File: src/rtl/core/vrt_pkg.sv
package vrt_pkg;

  // Fixed-point formats
  localparam int COORD_FRAC_BITS = 8;
  localparam int DIST_WIDTH      = 32;
  localparam int DIST_FRAC_BITS  = 16;
  localparam int DIR_FRAC_BITS   = 14;
  localparam int LIMIT_FRAC_BITS = 8;

  // Field widths
  localparam int COORD_W = 24;
  localparam int DIR_W   = 16;
  localparam int CELL_W  = 16;
  localparam int MAXD_W  = 16;

  // Divider: numerator holds 2^(DIR_FRAC_BITS+DIST_FRAC_BITS), denominator a direction magnitude
  localparam int NUM_W     = DIR_FRAC_BITS + DIST_FRAC_BITS + 1;
  localparam int DEN_W     = DIR_W;
  localparam int CROSS_SHL = DIR_FRAC_BITS + DIST_FRAC_BITS - COORD_FRAC_BITS;
  localparam int EXT_W     = (NUM_W > DIST_WIDTH) ? NUM_W : DIST_WIDTH;

  // Stream payload layout
  localparam int IN_DATA_W  = 144;
  localparam int OUT_DATA_W = 56;
  localparam int OFS_ORG_X  = 0;
  localparam int OFS_ORG_Y  = 24;
  localparam int OFS_ORG_Z  = 48;
  localparam int OFS_DIR_X  = 72;
  localparam int OFS_DIR_Y  = 88;
  localparam int OFS_DIR_Z  = 104;
  localparam int OFS_MAXD   = 120;
  localparam int OFS_OCC    = 136;

  typedef logic [DIST_WIDTH-1:0] dist_t;
  typedef logic [CELL_W-1:0]     cell_t;
  typedef logic [1:0]            axis_t;

  localparam dist_t DIST_MAX = '1;

  // Input op codes
  localparam logic OP_START  = 1'b0;
  localparam logic OP_ANSWER = 1'b1;

  // Result status codes
  localparam logic [1:0] STAT_VOXEL  = 2'd0;
  localparam logic [1:0] STAT_HIT    = 2'd1;
  localparam logic [1:0] STAT_MISS   = 2'd2;
  localparam logic [1:0] STAT_NO_RAY = 2'd3;

  localparam axis_t AXIS_X = 2'd0;
  localparam axis_t AXIS_Y = 2'd1;
  localparam axis_t AXIS_Z = 2'd2;

  typedef enum logic [2:0] {
    ST_IDLE,
    ST_DECODE,
    ST_DIV_START,
    ST_DIV_WAIT,
    ST_CHECK,
    ST_PICK,
    ST_STEP
  } state_t;

  // Clamp a quotient to the distance range
  function automatic dist_t sat_quo(input logic [NUM_W-1:0] q);
    logic [EXT_W-1:0] qe;
    logic [EXT_W-1:0] mx;
    begin
      qe = EXT_W'(q);
      mx = EXT_W'(DIST_MAX);
      return (qe > mx) ? DIST_MAX : DIST_WIDTH'(qe);
    end
  endfunction

endpackage

File: src/rtl/core/vrt_div.sv
module vrt_div import vrt_pkg::*; (
  input  logic             clk,
  input  logic             rst,
  input  logic             start,
  input  logic [NUM_W-1:0] num,
  input  logic [DEN_W-1:0] den,
  output logic             done,
  output logic [NUM_W-1:0] quo
);

  localparam int CNT_W = $clog2(NUM_W);
  localparam logic [CNT_W-1:0] CNT_LAST = CNT_W'(NUM_W - 1);

  logic             busy;
  logic [CNT_W-1:0] cnt;
  logic [NUM_W-1:0] acc;
  logic [DEN_W-1:0] rem;
  logic [DEN_W-1:0] dvs;
  logic [DEN_W:0]   rem_sh;
  logic [DEN_W:0]   diff;
  logic             ge;

  // One restoring step: shift in the next numerator bit, subtract if it fits
  always_comb begin
    rem_sh = {rem, acc[NUM_W-1]};
    diff   = rem_sh - {1'b0, dvs};
    ge     = (rem_sh >= {1'b0, dvs});
  end

  // Iteration control
  always_ff @(posedge clk) begin
    if (rst) begin
      busy <= 1'b0;
      done <= 1'b0;
      cnt  <= '0;
    end else begin
      done <= 1'b0;
      if (start) begin
        busy <= 1'b1;
        cnt  <= '0;
      end else if (busy) begin
        cnt <= cnt + 1'b1;
        if (cnt == CNT_LAST) begin
          busy <= 1'b0;
          done <= 1'b1;
        end
      end
    end
  end

  // Remainder and numerator/quotient shift register
  always_ff @(posedge clk) begin
    if (start) begin
      acc <= num;
      rem <= '0;
      dvs <= den;
    end else if (busy) begin
      acc <= {acc[NUM_W-2:0], ge};
      rem <= ge ? diff[DEN_W-1:0] : rem_sh[DEN_W-1:0];
    end
  end

  assign quo = acc;

endmodule

File: src/rtl/core/voxel_ray_traversal_top.sv
// 3D voxel ray traversal (Amanatides-Woo) in fixed point. A start beat (tuser 0) carries
// origin (8 fraction bits), direction (Q2.14) and max distance; the block answers with the
// first voxel entered past the origin voxel, or a miss. The partner then answers each
// reported voxel (tuser 1) with its occupied flag, and the block returns a hit, the next
// voxel, or a miss; an answer with no ray active returns a no-ray status. Ties step on the
// later axis: x yields to y or z, and y yields to z. A start runs six passes through the
// one-bit-per-cycle restoring divider, a crossing and a delta per axis (an axis with zero
// direction skips its two passes); a step answer goes through decode, distance check, axis
// pick and step. A result held back by a stalled output waits in its state until taken.
// One beat is in flight at a time; a new beat is taken while the previous result still
// waits in the output register.
module voxel_ray_traversal_top import vrt_pkg::*; (
  input  logic                  clk,
  input  logic                  rst,
  input  logic                  s_tvalid,
  output logic                  s_tready,
  // origin_x[23:0] origin_y[47:24] origin_z[71:48] dir_x[87:72] dir_y[103:88]
  // dir_z[119:104] max_distance[135:120] occupied[136], zero fill above
  input  logic [IN_DATA_W-1:0]  s_tdata,
  // op[0]
  input  logic                  s_tuser,
  output logic                  m_tvalid,
  input  logic                  m_tready,
  // voxel_x[15:0] voxel_y[31:16] voxel_z[47:32] normal_axis[49:48]
  // normal_negative[50], zero fill above
  output logic [OUT_DATA_W-1:0] m_tdata,
  // status[1:0]
  output logic [1:0]            m_tuser
);

  state_t state, state_next;

  // Latched beat
  logic [IN_DATA_W-1:0] in_data;
  logic                 in_op;

  // Traversal state
  cell_t cell_position [3];
  logic  step_negative [3];
  dist_t next_crossing [3];
  dist_t crossing_delta [3];
  dist_t travelled;
  dist_t limit;
  axis_t last_axis;
  logic  ray_active;

  // Setup sequencing
  axis_t div_axis;
  logic  div_kind;
  axis_t pick_axis;

  // Divider hookup
  logic             div_start;
  logic             div_done;
  logic [NUM_W-1:0] div_quo;
  logic [NUM_W-1:0] div_num;
  logic [DEN_W-1:0] mag;

  logic                  out_free;
  logic                  emit;
  logic [1:0]            emit_user;
  logic [OUT_DATA_W-1:0] emit_data;

  logic signed [COORD_W-1:0] org [3];
  logic signed [DIR_W-1:0]   dir [3];
  logic                      occupied;

  logic [COORD_FRAC_BITS-1:0] frac;
  logic [COORD_FRAC_BITS:0]   n_dist;
  logic                       setup_last;
  dist_t                      quo_sat;

  axis_t             axis_min;
  cell_t             new_cell;
  logic [DIST_WIDTH:0] cross_sum;
  dist_t             cross_new;
  cell_t             cells_out [3];

  // Field views of the latched beat
  assign org[0]   = in_data[OFS_ORG_X +: COORD_W];
  assign org[1]   = in_data[OFS_ORG_Y +: COORD_W];
  assign org[2]   = in_data[OFS_ORG_Z +: COORD_W];
  assign dir[0]   = in_data[OFS_DIR_X +: DIR_W];
  assign dir[1]   = in_data[OFS_DIR_Y +: DIR_W];
  assign dir[2]   = in_data[OFS_DIR_Z +: DIR_W];
  assign occupied = in_data[OFS_OCC];

  assign s_tready = (state == ST_IDLE);
  assign out_free = !m_tvalid || m_tready;

  // Divider operands for the axis being set up
  always_comb begin
    frac    = org[div_axis][COORD_FRAC_BITS-1:0];
    mag     = dir[div_axis][DIR_W-1] ? DEN_W'(-dir[div_axis]) : DEN_W'(dir[div_axis]);
    n_dist  = dir[div_axis][DIR_W-1] ? {1'b0, frac}
                                     : ((COORD_FRAC_BITS+1)'(1) << COORD_FRAC_BITS) -
                                       {1'b0, frac};
    div_num = (div_kind == 1'b0) ? (NUM_W'(n_dist) << CROSS_SHL)
                                 : (NUM_W'(1) << (NUM_W - 1));
    quo_sat = sat_quo(div_quo);
    setup_last = div_kind && (div_axis == AXIS_Z);
  end

  // Smallest next crossing; ties go to the later axis (y over x, z over x or y)
  always_comb begin
    if (next_crossing[0] < next_crossing[1] && next_crossing[0] < next_crossing[2]) begin
      axis_min = AXIS_X;
    end else if (next_crossing[1] < next_crossing[2]) begin
      axis_min = AXIS_Y;
    end else begin
      axis_min = AXIS_Z;
    end
  end

  // Step on the picked axis
  always_comb begin
    new_cell  = step_negative[pick_axis] ? cell_position[pick_axis] - 1'b1
                                         : cell_position[pick_axis] + 1'b1;
    cross_sum = {1'b0, next_crossing[pick_axis]} + {1'b0, crossing_delta[pick_axis]};
    cross_new = cross_sum[DIST_WIDTH] ? DIST_MAX : cross_sum[DIST_WIDTH-1:0];
    for (int i = 0; i < 3; i++) begin
      cells_out[i] = (axis_t'(i) == pick_axis) ? new_cell : cell_position[i];
    end
  end

  vrt_div u_div (
    .clk   (clk),
    .rst   (rst),
    .start (div_start),
    .num   (div_num),
    .den   (mag),
    .done  (div_done),
    .quo   (div_quo)
  );

  // State register
  always_ff @(posedge clk) begin
    if (rst) begin
      state <= ST_IDLE;
    end else begin
      state <= state_next;
    end
  end

  // Next state and result formation
  always_comb begin
    state_next = state;
    div_start  = 1'b0;
    emit       = 1'b0;
    emit_user  = STAT_VOXEL;
    emit_data  = '0;
    unique case (state)
      ST_IDLE: begin
        if (s_tvalid) state_next = ST_DECODE;
      end
      ST_DECODE: begin
        if (in_op == OP_START) begin
          state_next = ST_DIV_START;
        end else if (!ray_active) begin
          emit_user = STAT_NO_RAY;
          if (out_free) begin
            emit       = 1'b1;
            state_next = ST_IDLE;
          end
        end else if (occupied) begin
          emit_user = STAT_HIT;
          emit_data = OUT_DATA_W'({!step_negative[last_axis], last_axis,
                                   cell_position[2], cell_position[1], cell_position[0]});
          if (out_free) begin
            emit       = 1'b1;
            state_next = ST_IDLE;
          end
        end else begin
          state_next = ST_CHECK;
        end
      end
      ST_DIV_START: begin
        if (mag == '0) begin
          state_next = setup_last ? ST_CHECK : ST_DIV_START;
        end else begin
          div_start  = 1'b1;
          state_next = ST_DIV_WAIT;
        end
      end
      ST_DIV_WAIT: begin
        if (div_done) state_next = setup_last ? ST_CHECK : ST_DIV_START;
      end
      ST_CHECK: begin
        if (travelled < limit) begin
          state_next = ST_PICK;
        end else begin
          emit_user = STAT_MISS;
          if (out_free) begin
            emit       = 1'b1;
            state_next = ST_IDLE;
          end
        end
      end
      ST_PICK: begin
        state_next = ST_STEP;
      end
      ST_STEP: begin
        emit_user = STAT_VOXEL;
        emit_data = OUT_DATA_W'({!step_negative[pick_axis], pick_axis,
                                 cells_out[2], cells_out[1], cells_out[0]});
        if (out_free) begin
          emit       = 1'b1;
          state_next = ST_IDLE;
        end
      end
      default: begin
        state_next = ST_IDLE;
      end
    endcase
  end

  // Ray-active flag
  always_ff @(posedge clk) begin
    if (rst) begin
      ray_active <= 1'b0;
    end else if (state == ST_DECODE && in_op == OP_START) begin
      ray_active <= 1'b1;
    end else if (emit && (emit_user == STAT_HIT || emit_user == STAT_MISS)) begin
      ray_active <= 1'b0;
    end
  end

  // Beat capture, ray setup and stepping
  always_ff @(posedge clk) begin
    if (state == ST_IDLE && s_tvalid) begin
      in_data <= s_tdata;
      in_op   <= s_tuser;
    end
    if (state == ST_DECODE && in_op == OP_START) begin
      for (int i = 0; i < 3; i++) begin
        cell_position[i] <= CELL_W'(org[i] >>> COORD_FRAC_BITS);
        step_negative[i] <= dir[i][DIR_W-1];
      end
      travelled <= '0;
      limit     <= DIST_WIDTH'({in_data[OFS_MAXD +: MAXD_W],
                                {(DIST_FRAC_BITS-LIMIT_FRAC_BITS){1'b0}}});
      last_axis <= AXIS_X;
      div_axis  <= AXIS_X;
      div_kind  <= 1'b0;
    end
    // Store a crossing or delta and move to the next setup pass
    if ((state == ST_DIV_START && mag == '0) || (state == ST_DIV_WAIT && div_done)) begin
      if (div_kind == 1'b0) begin
        next_crossing[div_axis] <= (mag == '0) ? DIST_MAX : quo_sat;
      end else begin
        crossing_delta[div_axis] <= (mag == '0) ? DIST_MAX : quo_sat;
      end
      div_kind <= !div_kind;
      if (div_kind) div_axis <= div_axis + 1'b1;
    end
    if (state == ST_PICK) begin
      pick_axis <= axis_min;
    end
    if (state == ST_STEP && out_free) begin
      cell_position[pick_axis] <= new_cell;
      travelled                <= next_crossing[pick_axis];
      next_crossing[pick_axis] <= cross_new;
      last_axis                <= pick_axis;
    end
  end

  // Output register
  always_ff @(posedge clk) begin
    if (rst) begin
      m_tvalid <= 1'b0;
    end else if (emit) begin
      m_tvalid <= 1'b1;
    end else if (m_tready) begin
      m_tvalid <= 1'b0;
    end
  end

  always_ff @(posedge clk) begin
    if (emit) begin
      m_tdata <= emit_data;
      m_tuser <= emit_user;
    end
  end

`ifndef SYNTHESIS
  a_div_done_in_wait: assert property (@(posedge clk) disable iff (rst)
    div_done |-> state == ST_DIV_WAIT)
    else $error("divider finished outside its wait state");

  a_step_keeps_ray: assert property (@(posedge clk) disable iff (rst)
    (state == ST_STEP && out_free) |=> (ray_active && m_tvalid && m_tuser == STAT_VOXEL))
    else $error("voxel step did not leave an active ray and a voxel result");

  a_no_ray_status: assert property (@(posedge clk) disable iff (rst)
    (emit && emit_user == STAT_NO_RAY) |-> !ray_active)
    else $error("no-ray status issued with a ray active");

  a_emit_free: assert property (@(posedge clk) disable iff (rst)
    emit |-> out_free)
    else $error("result loaded over an untaken result");
`endif

endmodule
File: config.mk
export PLATFORM = sky130hd
export DESIGN_NAME = voxel_ray_traversal_top
export DESIGN_NICKNAME = d
export VERILOG_FILES = /design/src/rtl/core/vrt_pkg.sv /design/src/rtl/core/vrt_div.sv /design/src/rtl/core/voxel_ray_traversal_top.sv
export SDC_FILE = /design/constraint.sdc
export NUM_CORES = 1
export LEC_CHECK = 0
export BUFFER_PORTS_ARGS = -buffer_cell sky130_fd_sc_hd__buf_4
export CORE_MARGIN = 5
export CORE_UTILIZATION = 30
export CTS_CLUSTER_DIAMETER = 30
export DETAILED_ROUTE_END_ITERATION = 8
export HOLD_SLACK_MARGIN = 0.05
export PLACE_DENSITY = 0.45
export SLEW_MARGIN = 30
export SYNTH_ARGS = -nofsm -noshare
export SYNTH_HDL_FRONTEND = slang
export SYNTH_SLANG_ARGS = --single-unit
File: constraint.sdc
create_clock -name clk -period 5.8 [get_ports clk]
set_input_delay 0 -clock clk [delete_from_list [all_inputs] [get_ports clk]]
set_output_delay 0 -clock clk [all_outputs]
set_load 0.05 [all_outputs]
---- Word level (Yosys, flattened, before mapping) ----
Memories as Yosys holds them, arrays and structs flattened. A register that Yosys moved wholly into a read port is not among the register bits.
Index checks and enable logic that the tools add are counted.
cells by class
  $add $sub $neg .......................... 8
  order comparisons ....................... 6
  eq/ne operators ......................... 14
  mux-type cells .......................... 88
  bitwise gates (word level) .............. 3
  reduce and logical (&&, ||, !) cells .... 28
operators with widths
  kind                                                count
  2-to-1 mux 32 bit                                   5
  2-to-1 mux 51 bit                                   3
  2-to-1 mux 16 bit                                   9
  case mux 51 bit (2 select lines)                    1
  less-than comparator 32 bit                         3
  2-to-1 mux 31 bit                                   3
  binary-select mux 24 bit (select 2 bit)             1
  2-to-1 mux 2 bit                                    20
  adder 32 x 32 -> 33 bit                             1
  binary-select mux 16 bit (select 2 bit)             1
  less-than comparator 32 x 24 -> 1 bit               1
  OR reduction 32 bit                                 1
  2-to-1 mux 1 bit                                    30
  2-to-1 mux 3 bit                                    9
  case mux 3 bit (7 select lines)                     1
  >= comparator 17 x 16 -> 1 bit                      1
  adder 16 x 1 -> 16 bit, second input constant       1
  logical NOT 16 bit                                  1
  2-to-1 mux 8 bit                                    2
  negation 16 bit                                     1
  OR reduction 16 bit                                 1
  subtractor 16 x 1 -> 16 bit, second input constant  1
  subtractor 16 bit                                   1
  nonzero test 2 bit                                  5
  27 further kinds                                    44
storage, ports and cells
  register bits after elaboration ......... 326
  memory bits (writable) .................. 243
  input port bits ......................... 149
  output and inout port bits .............. 60
  word-level logic and storage cells ...... 170
  memories kept ........................... 4
memory list
  memory          depth  bits a word  read ports  clocked after Yosys merged registers in  wr ports  line                           source
  crossing_delta  3      32           1           1                                        1         voxel_ray_traversal_top.sv:41  dist_t crossing_delta [3];
  next_crossing   3      32           4           1                                        1         voxel_ray_traversal_top.sv:40  dist_t next_crossing [3];
  cell_position   3      16           4           1                                        3         voxel_ray_traversal_top.sv:38  cell_t cell_position [3];
  step_negative   3      1            2           2                                        3         voxel_ray_traversal_top.sv:39  logic step_negative [3];

---- Logic depth before layout (Yosys ltp) ----
Gate-level depths: netlist (run 1).
  depth after elaboration ................. 12
  mapped depth ............................ 18
  gate-level depth less buffers ........... 13

---- Hierarchy ----
From an unflattened synthesis (run 1), not the netlist that was laid out.
unflattened totals
  cells, all modules ...................... 2244
  area, all modules ....................... 30110.1 um2
by module, submodules not included
  module                   times used  cells an instance  area each (um2)  sequential area each (um2)
  voxel_ray_traversal_top  1           1899               26260.2          16045.4
  vrt_div                  1           345                3849.9           1871.8

---- Worst setup path after synthesis (run 1) ----
OpenSTA, ideal clock, no wires.
  kind .................................... register to register
  start point ............................. register div_axis[1]
  end point ............................... memory next_crossing[0][0] (netlist bit), enable pin
  library setup time ...................... 442 ps
  arrival ................................. 5225 ps
  data required time ...................... 5358 ps
  path slack .............................. 133 ps
  cell stages (with the launch flop) ...... 16
  path buffers ............................ 4
  clock period less this slack ............ 5667 ps
  path through ............................ dfxtp_1 -> buf_6 -> buf_6 -> buf_2 -> mux2i_1 -> o22a_1 -> ha_1 -> o211ai_2 -> or4_1 -> nor4_1 -> o211ai_1 -> a21oi_1 -> nand4b_1 -> buf_4 -> o31a_4 -> o41ai_2
between the ends
  word-level cells in the longest chain between the ends .. 12
  elaborated cells on any way between the ends .. 13
  those cells by class .................... add/sub (1); mux (8); bitwise (1); reduce/logical (3)
ends and longest elaborated chain
  item                                                   line                            source
  start: declaration                                     voxel_ray_traversal_top.sv:48   axis_t div_axis;
  start signal: assignment                               voxel_ray_traversal_top.sv:254  if (div_kind) div_axis <= div_axis + 1'b1;
  inverter 2 -> 3 bit (not written as such)              voxel_ray_traversal_top.sv:94   mag = dir[div_axis][DIR_W-1] ? DEN_W'(-dir[div_axis]) : DEN_W'(dir[div_axis]);
  binary-select mux 16 bit (select 2 bit)                voxel_ray_traversal_top.sv:94
  2-to-1 mux 16 bit (not written as such) (2 in series)  voxel_ray_traversal_top.sv:94
  negation 16 bit                                        voxel_ray_traversal_top.sv:94
  2-to-1 mux 16 bit                                      voxel_ray_traversal_top.sv:94
  logical NOT 16 bit                                     voxel_ray_traversal_top.sv:247  if ((state == ST_DIV_START && mag == '0) || (state == ST_DIV_WAIT && div_done)) begin
  logical AND 1 bit                                      voxel_ray_traversal_top.sv:247
  logical OR 1 bit                                       voxel_ray_traversal_top.sv:247
  2-to-1 mux 1 bit                                       voxel_ray_traversal_top.sv:247
  2-to-1 mux 1 bit                                       voxel_ray_traversal_top.sv:249  next_crossing[div_axis] <= (mag == '0) ? DIST_MAX : quo_sat;
  2-to-1 mux 1 bit (no source line)                      n/a
  end: declaration                                       voxel_ray_traversal_top.sv:40
Several ways; a longest one is shown, not always the timed one. The select of a mux whose other input is x is not followed.

==> flow_summary.ini, run 1 <==
[clock_network]
cts-root-buf = clkbuf_16
htreeDepth = 4
cts_setup_buffers = 0
cts_buffers = 149
cts_tree = built
path_clk_slew_ns = 0.04
clk_path_buf_depth = 3
cts_resized = 0
hold_buffers = 279
clk_latency_ns = 0.75
cts_sinks = 608

[routing]
finalWirelength_um = 84300
drc = 0
vias = 20600
drtIter0Drc = 1410
post_drt_wl_per_cell_um = 19.9
viasPerCell = 4.87
postRouteAntennaNets = 0
drt_pre_antenna_iters = 6

[placement]
hpwl_um = 57300
placed_area_um2 = 33000
port_buffers = 196
pre_cts_ws_ns = 0.799
dp.cells = 3681
gp_congestion = 0.813

[synthesis]
synth_mux_area_share_pct = 7.63
synthCells = 2240
synth_edf_count = 574
synth_flop_cell = edfxtp_1
synth_top_family_by_area = compound AO/OA/AOI/OAI gates
netlist_area_um2 = 29800
synth_cell_types = 76
synth_seq_cells = 608
synth_fa_ha_area_share_pct = 7.63
synth_compound_area_share_pct = 11.1
avgSynthCellArea_um2 = 13.3
yosys.area.top_type = edfxtp_1
synth_simple_gate_area_share_pct = 8.29
yosys_warnings = 0
synth_xor_area_share_pct = 2.06
async_flop_share_pct = 0
yosysTopAreaCellShare_pct = 57.8
synth-seq-area-share_pct = 60.1
synth.top_cells.by_area = edfxtp_1 58%, ha_1 7.4%, mux4_2 3.6%

[worst_setup_path]
worstSetupPathType = reg -> reg
cpPeakStageDelay_ns = 0.74
path_buf_inv = 1
worstSetupStartpointType = register
cp_cell_sequence = buf_4 > mux4_2 > ha_1 > nand2_1 > or3_1 > a21oi_1 > o211ai_1 > a31oi_1 > o21ai_0 > a21oi_4 > o22a_1
crit_fanout = 30
arrival_ns = 5.52
critPathTopFamily = compound AO/OA/AOI/OAI gates
cpMaxStageDelayCell = a21oi_4
worstPathRequired_ns = 6.31
cp-end-kind = register

[finish]
area.sequential_um2 = 17900
fillers = 8962
postLayoutCoreUtil_pct = 41.7
area_growth_pct = 37.8
multi_input_area_um2 = 11100
drive_gt1_share_pct = 20.2
nNetsFinal = 3153
postLayoutCellArea_um2 = 41100
instances_no_fill = 4238

[grt]
grt_max_degree = 54
globalRouteMet3Util_pct = 3.44
use_met2_pct = 25.9
antenna_found_initial = 3
grt_pass1_vias = 21900
gr-max-usage-layer = met2
use_met1_pct = 20.7
grt_use_total_pct = 15.8
grt_overflow = 0
grt_pass1_wl_um = 130000

[power_and_ir_drop]
p_per_area_nw_per_um2 = 393
p_sw_share_pct = 26.1
switchingPower_mw = 4.22
vdd_ir_drop_max_mv = 0.268
power_frac_clock_pct = 51.9
combPwrFrac_pct = 13.2
leakage_nw = 15.9
seqPwrFrac_pct = 34.9
p_total_mw = 16.2
p_int_mw = 11.9

[sta]
hold_violations = 0
skew_ns = 0.0573
maxSlewViolCount = 0
setup_tns_ns = 0
period_share_pct = 86.3
rsz0062_at_grt = false
worst_slew_pin_slew_ns = 0.913
period_needed_ns = 5.01
slew_headroom_pct = 39.1
setup_viol = 0
fmax_mhz = 200
worst_slack_ns = 0.792
whs_ns = 0.191

[run]
maxCapViolations = 0

[floorplanning]
coreArea_um2 = 98600
num_rows = 115
die_w_um = 325
die_y_um = 325
dieArea_um2 = 106000
start_util_pct = 30.2
io-pin-count = 209

[min_path]
min_path_type = in -> reg

[status]
status = finished, final reports clean
[cells by family (layout without fill, tap and decap cells)]
kind of cell | count (synthesis) | in the layout
flops | 608 | 608
simple gates | 501 | 501
compound gates | 486 | 486
buf+inv | 232 | 935
fa+ha+maj | 180 | 180
mux | 162 | 162
xor+xnor | 70 | 70
other cells | 1 | 9
[placed cells by master (no fill, tap or decap), types with 48 or more instances in the layout]
| cell type | netlist | routed |
|---|---|---|
| nand2_1 | 156 | 153 |
| o21ai_0 | 121 | 120 |
| a21oi_1 | 91 | 89 |
| buf_4 | 6 | 234 |
| clkbuf_16 | 0 | 149 |
| dlygate4sd3_1 | 0 | 279 |
| edfxtp_1 | 574 | 574 |
| ha_1 | 177 | 177 |
| mux4_2 | 48 | 48 |
| inv_1 | 140 | 139 |
| a21o_1 | 62 | 62 |
| nor2_1 | 97 | 96 |
| mux2i_1 | 73 | 73 |
[metal layers]
metal	routed length, um	part of all wire [%]	vias up
li1	-	-	9780
met1	37100	44	10100
met2	40500	48	548
met3	4440	5.3	161
met4	2300	2.7	0
met5	0	0	-
[area by class of cell]
class	count	area share (%)
clock buffers	174	9.33
clock inverters	100	3.32
flip-flops and latches	608	43.7
multi-input cells	1404	27.0
diodes	4	0.0244
well taps	1287	3.92
inverters	141	1.29
repair buffers	520	11.4
[power groups by stage]
stage	registers [mW]	clock network, mW	logic (mW)
after floorplan	5.79	0	1.26
after global placement	5.71	0	1.97
after detailed placement	5.71	0	2.01
after CTS	5.64	8.55	2.16
after global routing	5.68	8.82	2.38
final	5.64	8.38	2.14
[state kept, by name, indices dropped and copies added, names as in the netlist, 24 cells and up, named ones only]
register,count
in_data,137
m_tdata,51
crossing_delta,96
travelled,24
cell_position,64
next_crossing,128
u_div.quo,31
[worst paths after layout]
check                           slack (ns)                   start  cells after the start                              to
worst max-delay path                  0.79                register                     11  next_crossing[1][23]$_DFFE_PP_
worst min register to register        0.41  in_data[133]$_DFFE_PP_                      0             limit[21]$_DFFE_PP_
worst max register to register        0.79                register                     11  next_crossing[1][23]$_DFFE_PP_
worst min-delay path                  0.19                     rst                      3       u_div.cnt[0]$_SDFFE_PP0P_
[cells in the mapped netlist (10+ instances only)]
library cell and number:
o22a_1 30, a21oi_1 91, o21a_1 14, a22o_1 29
inv_1 140, a211oi_1 23, a31oi_1 22, nor2_1 97
a21o_1 62, o21ai_0 121, nor4_1 13, ha_1 177
xor2_1 25, mux4_2 48, and3_1 37, nand2b_1 46
clkbuf_1 64, o211ai_1 10, edfxtp_1 574, mux2_2 38
and2_1 28, nand2_1 156, nor3_1 31, xnor2_1 45
nand3_1 14, nand4_1 34, mux2i_1 73, dfxtp_1 34
nor2b_1 17
[tightest hold or removal path, cell delays in order]
cell and delay [ns]:
dlygate4sd3_1 0.58, buf_4 0.23, nor3_1 0.08
No activity file was read; power rests on OpenSTA's default activity.
==> inputs of run 2 (changes only) <==
Settings changed: ABC_AREA set to 1.
==> run 2 against run 1 <==
Against the previous run: sequential cell count did not move; utilization rose by 0.053 points; sequential power rose by 7.4%; cell area rose by 2.0%; cell count rose by 20%; clock power rose by 5.8%; sequential share of layout area fell by 0.88 points; clock skew rose by 0.012 ns; synthesized cell count rose by 34%; total power rose by 9.9%; critical path depth rose by 4; worst setup slack improved by 0.44 ns; critical path type unchanged.
==> flow_summary.ini, run 2 <==
[status]
status = finished, final reports clean

[sta]
maxSlewViolCount = 0
hold_violations = 0
fmax_mhz = 219
period_share_pct = 78.8
skew_ns = 0.0695
period_needed_ns = 4.57
rsz0062_at_grt = false
setup_viol = 0
whs_ns = 0.107
setup_tns_ns = 0
slew_headroom_pct = 39.1
worst_slew_pin_slew_ns = 0.913

[routing]
drc = 0
vias = 23500
post_drt_wl_per_cell_um = 18.3
drtIter0Drc = 1516
drt_pre_antenna_iters = 5
viasPerCell = 4.64
finalWirelength_um = 92500
postRouteAntennaNets = 0

[finish]
top_register = in_data
top_regs = in_data: 137 flops, next_crossing: 128 flops, crossing_delta: 96 flops
instances_no_fill = 5067
largest_reg_flops = 137
fillers = 9781
drive_gt1_share_pct = 14.5
final_common_cell = edfxtp_1
layout_common_cells = 574 x edfxtp_1, 550 x nand2_1, 319 x inv_1
area_growth_pct = 37.5
nNetsFinal = 3903
postLayoutCellArea_um2 = 41900
postLayoutCoreUtil_pct = 41.7

[power_and_ir_drop]
leakage_nw = 17.1
vdd_ir_drop_max_mv = 0.299
p_per_area_nw_per_um2 = 424

[grt]
grt_max_degree = 59
grt_pass1_vias = 24000
grt_use_total_pct = 17.0
grt_pass1_wl_um = 141000
antenna_found_initial = 4
grt_overflow = 0

[floorplanning]
start_util_pct = 30.3
num_rows = 116
die_w_um = 329
coreArea_um2 = 100000
die_y_um = 329
dieArea_um2 = 108000
io-pin-count = 209

[synthesis]
synth_seq_cells = 608
yosysTopAreaCellShare_pct = 56.6
synthTopCellsByCount = 574 x edfxtp_1, 550 x nand2_1, 321 x inv_1, 309 x a21oi_1, 303 x o21ai_0
synth.most_common_cell = edfxtp_1
synth.top_cells.by_area = edfxtp_1 57%, ha_1 7.3%, nand2_1 6.8%
synthCells = 3004
synth_flop_cell = edfxtp_1
netlist_area_um2 = 30500
avgSynthCellArea_um2 = 10.1
yosys_warnings = 0
synth_edf_count = 574
synth_cell_types = 58
yosys.area.top_type = edfxtp_1
async_flop_share_pct = 0
synth-seq-area-share_pct = 58.8

[worst_setup_path]
cpPeakStageDelay_ns = 0.66
path_buf_inv = 2
cp-end-kind = register
worstSetupStartpointType = register
crit_fanout = 28
critPathTopFamily = simple AND/OR/NAND/NOR gates
worstPathRequired_ns = 6.29
cp_cell_sequence = clkinv_2 > o211ai_1 > nand2_1 > fa_1 > nand3_1 > nand2_1 > a21oi_1 > o21ai_0 > a21boi_0 > o21ai_0 > or2_2 > nand2_1 > inv_1 > nor2_1 > o21ai_0
cpMaxStageDelayCell = fa_1
r2r_slack_ns = 1.23
arrival_ns = 5.06
worstSetupPathType = reg -> reg

[placement]
port_buffers = 196
hpwl_um = 63100
placed_area_um2 = 33500
gp_congestion = 0.879
dp.cells = 4492

[clock_network]
clk_path_buf_depth = 3
path_clk_slew_ns = 0.04
cts_buffers = 157
cts-root-buf = clkbuf_16
clk_latency_ns = 0.76
htreeDepth = 4
cts_sinks = 608
cts_tree = built

[min_path]
min_path_type = in -> reg

[run]
maxCapViolations = 0
## run 2: worst register-to-register path: cells and delay by family (launching register included)
| family | cells | cell delay (ns) |
|---|---|---|
| AO/OA/AOI/OAI | 6 | 1.24 |
| adder cells (fa/ha/maj) | 1 | 0.66 |
| buffers and inverters | 2 | 0.60 |
| flip-flops | 1 | 0.55 |
| AND/OR/NAND/NOR | 6 | 1.29 |
## run 2: final timing paths
check,cells after the start,to,startpoint
worst max register to register,15,m_tdata[12]$_DFFE_PP_,register
worst min register to register,0,limit[8]$_DFFE_PP_,in_data[120]$_DFFE_PP_
worst min-delay path,3,ray_active$_SDFFE_PP0P_,rst
worst max-delay path,15,m_tdata[12]$_DFFE_PP_,register
## run 2: layout make-up
cell class	count	area (um2)	area share [%]
flip-flops and latches	608	17900	42.8
diodes	4	10.0	0.0239
multi-input cells	1960	10900	26.0
well taps	1357	1700	4.05
inverters	333	1260	3.01
clock buffers	180	4060	9.68
clock inverters	111	1470	3.52
repair buffers	514	4560	10.9
## run 2: timing repair
| action | CTS | global route |
|---|---|---|
| hold endpoints to repair | 187 | 0 |
| setup buffers | 0 | 0 |
| gates resized for setup | 0 | 0 |
| hold buffers | 280 | 0 |
## run 2: kinds of logic after synthesis
| family | count (synthesis) | share of synthesized area [%] |
|---|---|---|
| fa+ha+maj | 180 | 7.47 |
| compound gates | 751 | 13.3 |
| other cells | 1 | 0.0123 |
| flops | 608 | 58.8 |
| xor+xnor | 53 | 1.55 |
| buf+inv | 440 | 5.74 |
| simple gates | 971 | 13.1 |
## run 2: through the flow
step,power [mW],setup WS (ns)
finish,17.8,1.23
global route,18.6,0.820
CTS,18.0,1.21
detailed placement,8.83,1.19
global placement,8.82,1.24
floorplan,7.89,1.20
## run 2: where the power goes
part	leakage, nW	internal [mW]	switching, mW	total (mW)
clock	2.63	6.09	2.78	8.87
sequential	5.60	5.80	0.259	6.06
combinational	8.85	0.882	1.95	2.83
## run 2: metal layers
layer	track usage (%)	part of all wire, %	routed length, um	up-vias
li1	-	-	-	11700
met1	22.9	46	42600	11100
met2	27.1	46	42400	589
met3	4.00	5.6	5140	146
met4	6.12	2.5	2360	2
met5	0	0.014	13	-
==> inputs of run 3 (changes only) <==
Settings changed: PLACE_DENSITY 0.45 to 0.43.
Clock period 5.8 ns to 4.4 ns, I/O delays scaled along.
==> run 3 against run 2 <==
Against the previous run: count of clock-buffer cells in the layout grew 8; combinational power grew 36%; global-route usage grew 0.39 points; sequential share of layout area fell by 0.052 points; non-clock buffer count rose by 23; sequential cell count is the same; clock skew fell by 0.029 ns; worst setup slack lost 0.82 ns; via count rose by 1.8%; hold slack better by 0.0037 ns; die area unchanged; fmax is 15% higher; largest cell class unchanged; largest power group unchanged.
==> flow_summary.ini, run 3 (synthesis results as in run 2) <==
[status]
status = finished, final reports clean

[finish]
largest_reg_flops = 137
layout_common_cells = 574 x edfxtp_1, 550 x nand2_1, 319 x inv_1
final_common_cell = edfxtp_1
top_regs = in_data: 137 flops, next_crossing: 128 flops, crossing_delta: 96 flops
fillers = 9688
nNetsFinal = 3927
instances_no_fill = 5087
drive_gt1_share_pct = 14.9
area.sequential_um2 = 17900
multi_input_area_um2 = 10900
top_register = in_data
area_growth_pct = 37.7

[worst_setup_path]
arrival_ns = 4.37
cpMaxStageDelayCell = dfxtp_1
rr_startpoint = div_axis[1]$_DFF_P_
cp_cell_sequence = inv_2 > nand3_1 > o21ai_1 > inv_1 > ha_1 > nand3_1 > nor2_1 > nand2_1 > nand2_2 > xor2_2 > nand2_1 > nor3_4 > nand4_1 > nand2_1 > nand2_1 > a21oi_4 > buf_12
critPathTopFamily = simple AND/OR/NAND/NOR gates
r2r_slack_ns = 0.41
crit_fanout = 32
critPathLaunch = div_axis[1]$_DFF_P_
crit_top_cell = nand2_1
worstSetupPathType = reg -> reg
worstPathRequired_ns = 4.78
cp-end-kind = register
worstSetupStartpointType = register
cpPeakStageDelay_ns = 0.57
path_buf_inv = 3

[sta]
rsz0062_at_grt = false
period_share_pct = 90.6
worst_slew_pin_slew_ns = 0.905
slew_headroom_pct = 39.5
skew_ns = 0.0410
period_needed_ns = 3.99
setup_viol = 0
maxSlewViolCount = 0
setup_tns_ns = 0
fmax_mhz = 251
hold_violations = 0

[clock_network]
clk_path_buf_depth = 3
cts-root-buf = clkbuf_16
cts_sinks = 608
clk_latency_ns = 0.74
cts_buffers = 158
cts_tree = built
htreeDepth = 4
cts_resized = 0
path_clk_slew_ns = 0.04

[placement]
port_buffers = 196
dp.cells = 4514
hpwl_um = 65400
gp_congestion = 0.887

[grt]
grt_pass1_vias = 24800
grt_use_total_pct = 17.4
antenna_found_initial = 3
grt_pass1_wl_um = 145000
grt_overflow = 0
grt_max_degree = 114

[min_path]
min_path_type = in -> reg
min_from = rst

[routing]
drc = 0
drtIter0Drc = 1445
finalWirelength_um = 95000
viasPerCell = 4.71
vias = 23900
drt_pre_antenna_iters = 5
post_drt_wl_per_cell_um = 18.7
postRouteAntennaNets = 0

[floorplanning]
die_w_um = 329
io-pin-count = 209
die_y_um = 329
num_rows = 116
dieArea_um2 = 108000
coreArea_um2 = 100000
start_util_pct = 30.3

[power_and_ir_drop]
p_per_area_nw_per_um2 = 546
leakage_nw = 17.1
vdd_ir_drop_max_mv = 0.282

[run]
maxCapViolations = 0
[run 3: path summary, 6_finish.rpt]
path                                   end  cells past startpoint
max          next_crossing[2][3]$_DFFE_PP_                     17
min                  m_tvalid$_SDFFE_PP0P_                      3
max reg2reg  next_crossing[2][3]$_DFFE_PP_                     17
min reg2reg            limit[10]$_DFFE_PP_                      0
[run 3: area by class of cell]
cell class                 instances  area share, %
inverter                         333           3.00
tap                             1357           4.05
clock inverter                   102           2.73
antenna                            2         0.0119
sequential                       608           42.7
timing repair buffer             537           11.7
multi-input combinational       1960           26.0
clock buffer                     188           9.75
[run 3: routing by layer]
layer / global-route usage, % / share of wire [%] / vias up
met5: 0 / 0 / -
met4: 5.90 / 2.4 / 0
met3: 3.33 / 4.9 / 134
met2: 28.8 / 47 / 602
met1: 23.1 / 46 / 11500
li1: - / - / 11700
[run 3: per-stage QoR]
stage | cell area, um2 | util [%] | worst slack [ns] | power (mW) | hold WS [ns]
2_1_floorplan | 30500 | - | 0.236 | 10.4 | 0.0691
3_3_place_gp | 33900 | 33.7 | 0.421 | 11.7 | 0.179
3_5_place_dp | 33900 | 33.7 | 0.368 | 11.7 | 0.179
4_1_cts | 41900 | 41.8 | 0.320 | 23.2 | 0.0949
5_1_grt | 41900 | 41.8 | 0.0538 | 24.0 | 0.111
6_report | 41900 | 41.8 | 0.411 | 22.9 | 0.110
[run 3: repair_timing]
| item | in CTS | in global routing |
|---|---|---|
| hold buffers | 281 | 0 |
| buffers inserted | 0 | 0 |
| setup endpoints to repair | 0 | 0 |
| hold endpoints to repair | 233 | 0 |
[run 3: worst register-to-register path: stages (launching register included)]
cell	delay, ns
dfxtp_1	0.57
inv_2	0.29
nand3_1	0.16
o21ai_1	0.12
inv_1	0.12
ha_1	0.18
nand3_1	0.11
nor2_1	0.15
nand2_1	0.13
nand2_2	0.13
xor2_2	0.16
nand2_1	0.10
nor3_4	0.18
nand4_1	0.19
nand2_1	0.20
nand2_1	0.30
a21oi_4	0.24
buf_12	0.27
[run 3: report_power, final]
group / switching, mW / internal [mW] / leakage, nW
clock network: 3.57 / 7.50 / 2.53
logic: 2.61 / 1.22 / 9.01
registers: 0.343 / 7.64 / 5.60
total: 6.53 / 16.4 / 17.1
